File: src/rtl/core/lcdspd_pkg.sv
`timescale 1ns / 1ps

package lcdspd_pkg;

  localparam int FRAME_BYTES  = 15;
  localparam int KEPT_NIBBLES = 14;
  localparam int COUNT_W      = 4;

  // Start byte: upper nibble all ones.
  localparam logic [3:0] START_NIBBLE = 4'hf;

  localparam logic [3:0] DIGIT_UNKNOWN = 4'd15;
  // Bit 4 of a segment byte is the sign or decimal point and takes no part in the match.
  localparam logic [7:0] SEG_MASK = 8'hef;

  localparam logic [7:0] SEG_TABLE [10] = '{
    8'heb, 8'h0a, 8'had, 8'h8f, 8'h4e, 8'hc7, 8'he7, 8'h8a, 8'hef, 8'hcf
  };

  localparam logic [3:0] MODE_NONE        = 4'd0;
  localparam logic [3:0] MODE_DIODE       = 4'd1;
  localparam logic [3:0] MODE_AC          = 4'd2;
  localparam logic [3:0] MODE_DC          = 4'd3;
  localparam logic [3:0] MODE_CAPACITANCE = 4'd4;
  localparam logic [3:0] MODE_RESISTANCE  = 4'd5;
  localparam logic [3:0] MODE_FREQUENCY   = 4'd6;
  localparam logic [3:0] MODE_PERCENT     = 4'd7;
  localparam logic [3:0] MODE_TEMPERATURE = 4'd8;

  localparam logic [3:0] UNIT_UNKNOWN    = 4'd0;
  localparam logic [3:0] UNIT_FARAD      = 4'd1;
  localparam logic [3:0] UNIT_OHM        = 4'd2;
  localparam logic [3:0] UNIT_AMP        = 4'd3;
  localparam logic [3:0] UNIT_HERTZ      = 4'd4;
  localparam logic [3:0] UNIT_VOLT       = 4'd5;
  localparam logic [3:0] UNIT_PERCENT    = 4'd6;
  localparam logic [3:0] UNIT_CELSIUS    = 4'd7;
  localparam logic [3:0] UNIT_FAHRENHEIT = 4'd8;

  localparam logic [2:0] PREFIX_NONE  = 3'd0;
  localparam logic [2:0] PREFIX_NANO  = 3'd1;
  localparam logic [2:0] PREFIX_MICRO = 3'd2;
  localparam logic [2:0] PREFIX_MILLI = 3'd3;
  localparam logic [2:0] PREFIX_KILO  = 3'd4;
  localparam logic [2:0] PREFIX_MEGA  = 3'd5;

  typedef logic [3:0] nibble_t;
  typedef nibble_t frame_t [KEPT_NIBBLES];

  typedef struct packed {
    logic       overload;
    logic       negative;
    logic [3:0] digit_first;
    logic [3:0] digit_second;
    logic [3:0] digit_third;
    logic [3:0] digit_fourth;
    logic [1:0] point_after;
    logic [3:0] special_mode;
    logic [3:0] unit_code;
    logic [2:0] prefix_code;
  } reading_t;

  // Ten parallel compares against the segment table.
  function automatic logic [3:0] match_digit(input logic [7:0] pattern);
    logic [7:0] masked;
    logic [3:0] digit;
    masked = pattern & SEG_MASK;
    digit  = DIGIT_UNKNOWN;
    for (int k = 9; k >= 0; k--) begin
      if (masked == SEG_TABLE[k]) begin
        digit = 4'(k);
      end
    end
    return digit;
  endfunction

  function automatic reading_t decode_frame(input frame_t n);
    reading_t   r;
    logic [3:0] dig [4];
    for (int i = 0; i < 4; i++) begin
      dig[i] = match_digit({n[1 + 2 * i], n[2 + 2 * i]});
    end

    r.overload = ((n[3] & 4'he) == 4'he) && (n[4] == 4'hb) &&
                 ((n[5] & 4'he) == 4'h6) && (n[6] == 4'h1);
    r.negative     = r.overload ? 1'b0 : n[1][0];
    r.digit_first  = r.overload ? 4'd0 : dig[0];
    r.digit_second = r.overload ? 4'd0 : dig[1];
    r.digit_third  = r.overload ? 4'd0 : dig[2];
    r.digit_fourth = r.overload ? 4'd0 : dig[3];

    if (n[3][0]) begin
      r.point_after = 2'd1;
    end else if (n[5][0]) begin
      r.point_after = 2'd2;
    end else if (n[7][0]) begin
      r.point_after = 2'd3;
    end else begin
      r.point_after = 2'd0;
    end

    // DC beats AC, AC beats diode.
    if (n[0][1]) begin
      r.special_mode = MODE_DC;
    end else if (n[0][0]) begin
      r.special_mode = MODE_AC;
    end else if (n[9][3]) begin
      r.special_mode = MODE_DIODE;
    end else begin
      r.special_mode = MODE_NONE;
    end

    // Amps and volts keep the mode found above; the other units replace it.
    r.unit_code = UNIT_UNKNOWN;
    if (n[11][0]) begin
      r.unit_code = UNIT_FARAD;      r.special_mode = MODE_CAPACITANCE;
    end else if (n[11][1]) begin
      r.unit_code = UNIT_OHM;        r.special_mode = MODE_RESISTANCE;
    end else if (n[12][3]) begin
      r.unit_code = UNIT_AMP;
    end else if (n[12][2]) begin
      r.unit_code = UNIT_HERTZ;      r.special_mode = MODE_FREQUENCY;
    end else if (n[12][1]) begin
      r.unit_code = UNIT_VOLT;
    end else if (n[10][1]) begin
      r.unit_code = UNIT_PERCENT;    r.special_mode = MODE_PERCENT;
    end else if (n[13][1]) begin
      r.unit_code = UNIT_CELSIUS;    r.special_mode = MODE_TEMPERATURE;
    end else if (n[13][0]) begin
      r.unit_code = UNIT_FAHRENHEIT; r.special_mode = MODE_TEMPERATURE;
    end

    if (n[9][1]) begin
      r.prefix_code = PREFIX_NANO;
    end else if (n[9][0]) begin
      r.prefix_code = PREFIX_MICRO;
    end else if (n[10][0]) begin
      r.prefix_code = PREFIX_MILLI;
    end else if (n[9][2]) begin
      r.prefix_code = PREFIX_KILO;
    end else if (n[10][2]) begin
      r.prefix_code = PREFIX_MEGA;
    end else begin
      r.prefix_code = PREFIX_NONE;
    end
    return r;
  endfunction

endpackage

File: src/rtl/core/lcd_segment_packet_decoder_unit.sv
`timescale 1ns / 1ps

// Seven-segment LCD multimeter frame decoder.
//
// The input stream (s_axis_*) carries one received meter byte per request. While
// hunting, bytes are dropped until one arrives whose upper nibble is all ones; that
// byte opens a 15-byte frame. The low nibbles of the first 14 bytes are held in a
// bank of nibble registers. When the fifteenth byte is taken, the stored nibbles are
// decoded in one pass and the reading is loaded into the output register, so the
// output stream (m_axis_*) shows it in the cycle after that byte. The block takes one
// byte every cycle unless a closing byte waits on the single output register.
//
// If the receiver stalls, the reading stays in the output register. Bytes that do not
// close a frame are still accepted; only the closing byte waits until the output
// register is free or is being emptied in the same cycle.
//
// Synchronous reset (rst, active high) returns the block to hunting for a start byte
// and empties the output register. The nibble bank is not cleared: every nibble that
// is decoded has been written earlier in the same frame.
module lcd_segment_packet_decoder_unit
  import lcdspd_pkg::*;
(
  input  logic        clk,
  input  logic        rst,
  input  logic        s_axis_tvalid,
  output logic        s_axis_tready,
  input  logic [7:0]  s_axis_tdata,  // [7:0] raw_byte
  output logic        m_axis_tvalid,
  input  logic        m_axis_tready,
  // [0] overload, [1] negative, [5:2] digit_first, [9:6] digit_second,
  // [13:10] digit_third, [17:14] digit_fourth, [19:18] point_after,
  // [23:20] special_mode, [27:24] unit_code, [30:28] prefix_code, [31] zero
  output logic [31:0] m_axis_tdata
);

  localparam logic [COUNT_W-1:0] LAST_COUNT = COUNT_W'(FRAME_BYTES - 1);

  frame_t             nibbles;
  logic [COUNT_W-1:0] byte_count;
  logic               in_frame;
  reading_t           reading;
  reading_t           decoded;

  logic in_accept;
  logic closing;
  logic out_free;

  // The closing byte is known from the counter alone, so ready never depends on data.
  assign closing       = in_frame && (byte_count == LAST_COUNT);
  assign out_free      = !m_axis_tvalid || m_axis_tready;
  assign s_axis_tready = !closing || out_free;
  assign in_accept     = s_axis_tvalid && s_axis_tready;

  assign decoded = decode_frame(nibbles);

  // Frame tracking: a start-like byte inside a frame is just another frame byte.
  always_ff @(posedge clk) begin
    if (rst) begin
      in_frame   <= 1'b0;
      byte_count <= '0;
    end else if (in_accept) begin
      if (!in_frame) begin
        if (s_axis_tdata[7:4] == START_NIBBLE) begin
          in_frame   <= 1'b1;
          byte_count <= COUNT_W'(1);
        end
      end else if (closing) begin
        in_frame   <= 1'b0;
        byte_count <= '0;
      end else begin
        byte_count <= byte_count + COUNT_W'(1);
      end
    end
  end

  // Nibble bank; the closing byte's nibble is not kept.
  always_ff @(posedge clk) begin
    if (in_accept) begin
      if (!in_frame) begin
        nibbles[0] <= s_axis_tdata[3:0];
      end else if (!closing) begin
        nibbles[byte_count] <= s_axis_tdata[3:0];
      end
    end
  end

  // Output register.
  always_ff @(posedge clk) begin
    if (rst) begin
      m_axis_tvalid <= 1'b0;
    end else if (in_accept && closing) begin
      m_axis_tvalid <= 1'b1;
    end else if (m_axis_tready) begin
      m_axis_tvalid <= 1'b0;
    end
  end

  always_ff @(posedge clk) begin
    if (in_accept && closing) begin
      reading <= decoded;
    end
  end

  assign m_axis_tdata = {1'b0, reading.prefix_code, reading.unit_code, reading.special_mode,
                         reading.point_after, reading.digit_fourth, reading.digit_third,
                         reading.digit_second, reading.digit_first, reading.negative,
                         reading.overload};

  // A fresh reading only ever follows the frame's closing byte.
  assert property (@(posedge clk) disable iff (rst)
    $rose(m_axis_tvalid) |-> $past(in_accept && closing))
    else $error("reading appeared without a closing byte");

  // Taking the closing byte ends the frame and presents a reading.
  assert property (@(posedge clk) disable iff (rst)
    (in_accept && closing) |=> (!in_frame && m_axis_tvalid))
    else $error("closing byte did not end the frame");

  // While hunting the counter rests at zero.
  assert property (@(posedge clk) disable iff (rst)
    !in_frame |-> (byte_count == '0))
    else $error("byte counter running outside a frame");

  // A stalled reading must never be overwritten.
  assert property (@(posedge clk) disable iff (rst)
    (m_axis_tvalid && !m_axis_tready) |-> !(in_accept && closing))
    else $error("closing byte taken while output stalled");

endmodule
File: config.mk
export PLATFORM = sky130hd
export DESIGN_NAME = lcd_segment_packet_decoder_unit
export DESIGN_NICKNAME = d
export VERILOG_FILES = /design/src/rtl/core/lcdspd_pkg.sv /design/src/rtl/core/lcd_segment_packet_decoder_unit.sv
export SDC_FILE = /design/constraint.sdc
export NUM_CORES = 1
export LEC_CHECK = 0
export ABC_AREA = 1
export BUFFER_PORTS_ARGS = -buffer_cell sky130_fd_sc_hd__buf_2
export CELL_PAD_IN_SITES_DETAIL_PLACEMENT = 1
export CELL_PAD_IN_SITES_GLOBAL_PLACEMENT = 1
export CORE_MARGIN = 4
export CORE_UTILIZATION = 49
export DETAILED_ROUTE_END_ITERATION = 7
export HOLD_SLACK_MARGIN = 0.12
export PLACE_DENSITY_LB_ADDON = 0.25
export SLEW_MARGIN = 20
export SYNTH_ARGS = -nofsm -noshare
export SYNTH_HDL_FRONTEND = slang
export SYNTH_SLANG_ARGS = --single-unit
File: constraint.sdc
create_clock -name clk -period 4.5 [get_ports clk]
set_input_delay 0.45 -clock clk [delete_from_list [all_inputs] [get_ports clk]]
set_output_delay 0.45 -clock clk [all_outputs]
set_load 0.05 [all_outputs]
* After elaboration in Yosys (flattened, before gate mapping)
Cells that the tools add are included.
Word-level totals: register bits after elaboration 93, input bits 12, word-level logic and storage cells 198
Cells by class: add/sub/neg operators 1, order comparisons 2, equality and inequality tests 47, mux-type cells 67, bitwise gates (word level) 2, reduce and logical (&&, ||, !) cells 36
Operators by type and width (number):
- equality test 7 bit, second input constant | 32
- 2-to-1 mux 3 bit | 26
- bitwise mux 56 bit | 1
- 2-to-1 mux 56 bit | 1
- 2-to-1 mux 4 bit | 9
- OR reduction 9 bit | 4
- 2-to-1 mux 8 bit | 4
- equality test 7 x 4 -> 1 bit, second input constant | 4
- equality test 7 x 6 -> 1 bit, second input constant | 4
- 2-to-1 mux 2 bit | 14
- OR reduction 5 bit | 4
- OR reduction 3 bit | 6
- demux 4 bit (select 4 bit) | 1
- equality test 4 bit, second input constant | 3
- 2-to-1 mux 1 bit | 10
- OR reduction 2 bit | 5
- logical AND 1 bit | 7
- OR reduction 7 bit | 1
- >= comparator 5 bit, second input constant | 1
- < comparator 5 x 1 -> 1 bit, second input constant | 1
- 2-to-1 mux 5 bit | 1
- NOT 4 -> 5 bit | 1
- adder 4 x 1 -> 4 bit, second input constant | 1
- equality test 4 x 1 -> 1 bit, second input constant | 1
- 9 further kinds | 13

* Depth between registers and ports, before layout
Gate-level depths: netlist of run 1.
word-level depth 10, mapped depth 9, depth with buffers taken out 9

* Worst setup path before layout of run 1
No wires, ideal clock.
path type register to register, start register byte_count[0], end register reading (netlist bit m_axis_tdata[0]) (enable), library setup time 386 ps, arrival 1746 ps, required time 4114 ps, slack 2367 ps, stages on the path, launching flop included 8, buffers on the path 0, clock period less this slack 2133 ps, cell sequence dfxtp_1 inv_1 ha_1 inv_1 nor2_4 nand3_4 nand4_1 inv_1
Between the ends: longest elaborated chain between the ends 6
Ends and longest elaborated chain:
- from (decl) | RTL line lcd_segment_packet_decoder_unit.sv:39 | logic [COUNT_W-1:0] byte_count;
- from (signal assigned) | RTL line lcd_segment_packet_decoder_unit.sv:71 | byte_count <= byte_count + COUNT_W'(1);
- equality test 4 bit | RTL line lcd_segment_packet_decoder_unit.sv:49 | assign closing = in_frame && (byte_count == LAST_COUNT);
- logical AND 1 bit | RTL line lcd_segment_packet_decoder_unit.sv:49
- zero test 1 bit
- logical OR 1 bit | RTL line lcd_segment_packet_decoder_unit.sv:51 | assign s_axis_tready = !closing || out_free;
- via s_axis_tready | RTL line lcd_segment_packet_decoder_unit.sv:26 | output logic s_axis_tready,
- logical AND 1 bit | RTL line lcd_segment_packet_decoder_unit.sv:52 | assign in_accept = s_axis_tvalid && s_axis_tready;
- logical AND 1 bit | RTL line lcd_segment_packet_decoder_unit.sv:99 | if (in_accept && closing) begin
- to (signal assigned) | RTL line lcd_segment_packet_decoder_unit.sv:100 | reading <= decoded;
- to (decl) | RTL line lcd_segment_packet_decoder_unit.sv:41 | reading_t reading;
The timed path passes the listed nets, and every way through them passes these cells. A chain may end at the register's enable or synchronous reset.

* Worst setup path after layout of run 1
start register byte_count[0], end register reading (netlist bit m_axis_tdata[12]) (enable)
Between the ends: longest elaborated chain between the ends 6
Ends and longest elaborated chain (RTL line):
- equality test 4 bit * | lcd_segment_packet_decoder_unit.sv:49
- logical AND 1 bit * | lcd_segment_packet_decoder_unit.sv:49
- zero test 1 bit
- logical OR 1 bit | lcd_segment_packet_decoder_unit.sv:51
- logical AND 1 bit | lcd_segment_packet_decoder_unit.sv:52
- logical AND 1 bit * | lcd_segment_packet_decoder_unit.sv:99
Every way passes the cells marked *; elsewhere a longest branch is shown, timed or not.

==> results of run 1 <==
## flip-flops by register name, summed over array words and instances (netlist names)
signal / cells
byte_count: 4
in_frame: 1
m_axis_tdata: 31
m_axis_tvalid: 1
nibbles: 48
## how the worst max path moves through the flow
stage	startpoint	slack (ps)	endpoint
5_1_grt	byte_count[0]	2120	m_axis_tdata[12]
2_1_floorplan	byte_count[0]	2370	m_axis_tdata[0]
4_1_cts	byte_count[0]	1840	m_axis_tdata[13]
3_5_place_dp	byte_count[0]	1850	m_axis_tdata[13]
6_report	byte_count[0]	2310	m_axis_tdata[12]
3_3_place_gp	byte_count[0]	2010	m_axis_tdata[10]
## cells by family after synthesis
group           share of synthesized area, %
compound gates                          4.76
fa+ha+maj                               1.26
buf+inv                                 6.43
flops                                   62.8
other cells                           0.0945
simple gates                            24.7
## cells in the final DEF, fill, tap and decap left out, types with 3 or more instances in the layout
master,instances
a21oi_1,11
buf_2,44
clkbuf_1,3
clkbuf_8,11
dfxtp_1,6
edfxtp_1,79
ha_1,4
inv_1,59
inv_2,3
nand2_1,61
nand2_2,3
nand3_1,30
nand4_1,17
nor2_1,86
nor3_1,10
o21a_1,6
o21ai_0,8
## worst register-to-register path, delay by kind of cell, from the launching register on
family	cells	cell delay, ps
flip-flops	1	450
adder cells (fa/ha/maj)	1	240
buffers and inverters	4	1000
AND/OR/NAND/NOR	3	240
## per-stage QoR
stage,hold slack [ps],cells,total power [mW]
final,326,563,1.43
after global routing,319,563,1.48
after CTS,319,563,1.44
after detailed placement,554,547,0.904
after global placement,531,547,0.903
after floorplan,500,403,0.889
## report_power, final
| part | leakage [nW] | internal [mW] | total (mW) | switching [mW] |
|---|---|---|---|---|
| Clock | 0.0983 | 0.286 | 0.544 | 0.257 |
| Combinational | 0.983 | 0.00696 | 0.0250 | 0.0181 |
| Sequential | 0.729 | 0.858 | 0.860 | 0.00194 |
| Total | 1.81 | 1.15 | 1.43 | 0.277 |
## routing by layer
metal | global-route usage [%] | share of wire, %
met3 | 3.43 | 3.7
met2 | 36.6 | 54
met1 | 22.9 | 41
met4 | 8.09 | 1.8
met5 | 0 | 0
## final cells by class
class / count / area (um^2)
Fill cell: 929 / 3310
Sequential cell: 85 / 2490
Multi-Input combinational cell: 253 / 1220
Inverter: 62 / 233
Timing Repair Buffer: 45 / 228
Clock buffer: 14 / 163
Tap cell: 102 / 128
Clock inverter: 2 / 33.8
==> flow_summary.toml, run 1 <==
[critical_path]
path_max_fanout = 29
critPathSlowestCell = "inv_2"
start_kind = "flip-flop"
end_kind = "flip-flop"
rr_startpoint = "byte_count[0]"
crit_family = "buffers and inverters"
reg2regPathDepth = 8
critPathRequiredTime_ps = 4580
slowest_delay_ps = 520
rr_endpoint = "m_axis_tdata[12]"
worstPathArrival_ps = 2270
critical_path_buf_inv_count = 4
crit_chain = "inv_1 > ha_1 > inv_1 > nor2_4 > nand3_4 > nand4_1 > inv_2 > buf_4"
path_common_cell = "inv_1"
rrSetupSlack_ps = 2310
path_depth = 8
critical_path_class = "flip-flop to flip-flop"

[run_status]
outcome = "complete, no violations"

[timing]
rsz0062_at_grt = "false"
fin_crit_sh_pct = 48.6
setup_violations = 0
hold_viol = 0
slew_headroom_pct = 54.1
worst-slew-pin-transition_ps = 688
setup_ws_ps = 2310
fin_tns_setup_ps = 0
slew_viol_final = 0
fmax_ghz = 0.457
skew_ps = 10.5
fin_crit_ps = 2190

[synth]
synth_top_area_share_pct = 59.8
synth_fp_nets = 419
synth_commonest_cells = "nor2_1 (86), edfxtp_1 (79), nand2_1 (61)"
yosys.cell_count.top_type = "nor2_1"
async_reset_ff_share_pct = 0
yosys.area.top_type = "edfxtp_1"
ys_seq_area_share_pct = 62.8
synth_warnings = 0
synthCells = 403
synth_area_leaders = "edfxtp_1 (60%), nor2_1 (8.1%), nand2_1 (5.8%)"
netlist_area_um2 = 3970
synth.distinct_cells = 29
synth_edf_count = 79
syn_area_per_cell_um2 = 9.85
ys_seq_elements = 85
synthFlopType = "edfxtp_1"

[cts]
post_cts_resized = 0
cts_root_buffer = "clkbuf_8"
cts.sinks = 85
clockBufferDepth = 2
clkLatencyLatePin_ps = 360
clk_pin_slew_ps = 80
numCtsBuffers = 9
post_cts_buffers = 0
ctsHoldBuffers = 0
cts_max_level = 3
cts_tree = "yes"

[global_routing]
grt_max_degree = 30
track_usage_pct = 20.0
grt_first_pass_wirelength_um = 15100
grt_overflow_total = 0
antenna_found_initial = 0
grt_pass1_vias = 3152

[layout]
postLayoutCellArea_um2 = 4500
fin_util_pct = 57.6
area_growth_pct = 13.3
nets = 472
drive_gt1_share_pct = 15.0
diodes = 0

[run]
maxCapViolations = 0

[placement]
place_congestion = 0.858
dp_hpwl_um = 7010
portBuffers = 44
pre_cts_slack_ps = 1850
placed_cell_area_um2 = 4300

[route]
routedWlPerCell_um = 16.1
wirelength_um = 9050
drtIter0Drc = 174
avgViaCountPerCell = 5.24
via_count = 2950
drcViolationCount = 0
first_pass_iters = 4
antenna_left = 0

[die]
die-area_um2 = 9600
die_h_um = 98.0
core.rowCount = 32
die_w_um = 98.0
core_um2 = 7810
ioPinCount = 46
start_util_pct = 50.8

[hold_path]
holdPathStages = 2
hold_class = "input pin to flip-flop"
hp-start = "rst"
min_to = "byte_count[2]"

[pwr]
ir_drop_uv = 179
leakagePower_nw = 1.81
power.density_nw_per_um2 = 318
Power figures use the tool's default switching activity.
==> run 2: changes to the inputs <==
--- a/config.mk
+++ b/config.mk
@@ -10,7 +10,7 @@
 export CELL_PAD_IN_SITES_DETAIL_PLACEMENT = 1
 export CELL_PAD_IN_SITES_GLOBAL_PLACEMENT = 1
 export CORE_MARGIN = 4
-export CORE_UTILIZATION = 49
+export CORE_UTILIZATION = 45
 export DETAILED_ROUTE_END_ITERATION = 7
 export HOLD_SLACK_MARGIN = 0.12
 export PLACE_DENSITY_LB_ADDON = 0.25
==> constraint.sdc (replaced) <==
create_clock -name clk -period 2.15 [get_ports clk]
set_input_delay 0.215 -clock clk [delete_from_list [all_inputs] [get_ports clk]]
set_output_delay 0.215 -clock clk [all_outputs]
set_load 0.05 [all_outputs]
==> flow_summary.toml, run 2 (synthesis results as in run 1) <==
[run_status]
outcome = "complete, no violations"

[cts]
cts_tree = "yes"
post_cts_resized = 0
cts_root_buffer = "clkbuf_8"
cts.sinks = 85
numCtsBuffers = 9
cts_max_level = 3
clkLatencyLatePin_ps = 350
clockBufferDepth = 2
clk_pin_slew_ps = 80

[critical_path]
critPathSlowestCell = "dfxtp_1"
critical_path_buf_inv_count = 4
path_max_fanout = 7
rr_endpoint = "nibbles[47]"
crit_chain = "inv_1 > ha_1 > inv_1 > nor2_4 > inv_1 > nand3_2 > inv_2 > nand2_1 > nor2_1"
worstPathArrival_ps = 1920
end_kind = "flip-flop"
path_common_cell = "inv_1"
start_kind = "flip-flop"
path_depth = 9
critical_path_class = "flip-flop to flip-flop"
reg2regPathDepth = 9
critPathLaunch = "byte_count[0]"
rrSetupSlack_ps = 250
rr_startpoint = "byte_count[0]"
slowest_delay_ps = 350
crit_path_end = "nibbles[47]"
critPathRequiredTime_ps = 2170
crit_family = "simple AND/OR/NAND/NOR gates"

[die]
die_h_um = 102
start_util_pct = 47.4
core_um2 = 8380
die-area_um2 = 10400
die_w_um = 102
core.rowCount = 33
ioPinCount = 46

[run]
maxCapViolations = 0

[timing]
worst-slew-pin-transition_ps = 585
skew_ps = 7.47
fin_crit_ps = 1900
slew_viol_final = 0
setup_ws_ps = 248
fin_tns_setup_ps = 0
fin_crit_sh_pct = 88.5
slew_headroom_pct = 60.7
hold_viol = 0
setup_violations = 0
rsz0062_at_grt = "false"
fmax_ghz = 0.526

[route]
wirelength_um = 8990
met3_length_um = 253
route.layer.met1.wl_um = 3910
via_count = 2927
first_pass_iters = 4
drcViolationCount = 0
drtIter0Drc = 153
routed-wl-met2_um = 4650
routedWlPerCell_um = 15.7
antenna_left = 0
avgViaCountPerCell = 5.13
top_layer = "met4"

[layout]
area_growth_pct = 13.4
most-common-layout-cells = "nor2_1 (86), edfxtp_1 (79), nand2_1 (61)"
largest_reg_flops = 48
nets = 478
regMostFlops = "nibbles"
drive_gt1_share_pct = 15.2
diodes = 0
final_common_cell = "nor2_1"
postLayoutCellArea_um2 = 4500

[pwr]
leakagePower_nw = 1.82
ir_drop_uv = 321
power.density_nw_per_um2 = 621

[global_routing]
grt_overflow_total = 0
grt_first_pass_wirelength_um = 15200
antenna_found_initial = 0
grt_max_degree = 19
track_usage_pct = 19.2
grt_pass1_vias = 3118

[placement]
placed_cell_area_um2 = 4340
dp_hpwl_um = 6920
pre_cts_slack_ps = 234
place_congestion = 0.827
portBuffers = 44

[hold_path]
hp-start = "m_axis_tready"
hold_class = "input pin to flip-flop"
## run 2: cell count changes in the layout (fill, tap and decap cells not counted)
cell           delta
buf_4             +5
clkbuf_8          -2
clkinv_1          +2
bufinv_16         -1
clkbuf_1          -1
clkinv_2          +1
dlygate4sd3_1     +1
inv_1             +1
inv_2             -1
## run 2: area by class of cell
cell class | count | area (um^2)
Clock buffer | 11 | 131
Clock inverter | 4 | 16.3
Fill cell | 974 | 3880
Inverter | 62 | 233
Multi-Input combinational cell | 253 | 1220
Sequential cell | 85 | 2490
Tap cell | 105 | 131
Timing Repair Buffer | 51 | 275
## run 2: report_power, final
part	internal, mW	switching (mW)	leakage, nW
clock	0.401	0.539	0.0757
sequential	1.80	0.00343	0.729
combinational	0.0165	0.0402	1.02
total	2.21	0.583	1.82
## run 2: timing repair
| item | 4_1_cts | 5_1_grt |
|---|---|---|
| endpoints found under the hold margin | 5 | 0 |
| buffers inserted | 0 | 0 |
| hold buffers | 1 | 0 |
## run 2: stage by stage
step	std cells	hold WS, ps	power, mW	utilization (%)
2_1_floorplan	403	284	1.86	-
3_3_place_gp	555	472	1.89	51.8
3_5_place_dp	555	483	1.89	51.8
4_1_cts	571	220	2.81	53.7
5_1_grt	571	218	2.92	53.7
6_report	571	227	2.80	53.7
## run 2: worst reg2reg max path: cells and delay by family (launching register included)
family / cells / cell delay, ps
DFF: 1 / 350
and+or+nand+nor: 4 / 640
adders and majority gates: 1 / 220
buffers and inverters: 4 / 360
## run 2: how the worst min path moves through the flow
stage                         end  depth (start not counted)
detailed placement       in_frame                          2
CTS                 m_axis_tvalid                          4
global placement         in_frame                          2
finish              m_axis_tvalid                          4
global route          nibbles[14]                          1
floorplan           byte_count[0]                          1
## run 2: metal layers
metal / GRT usage, % / vias up
met2: 33.6 / 45
li1: - / 1476
met3: 3.28 / 13
met1: 23.4 / 1393
met4: 8.78 / 0
met5: 0 / -
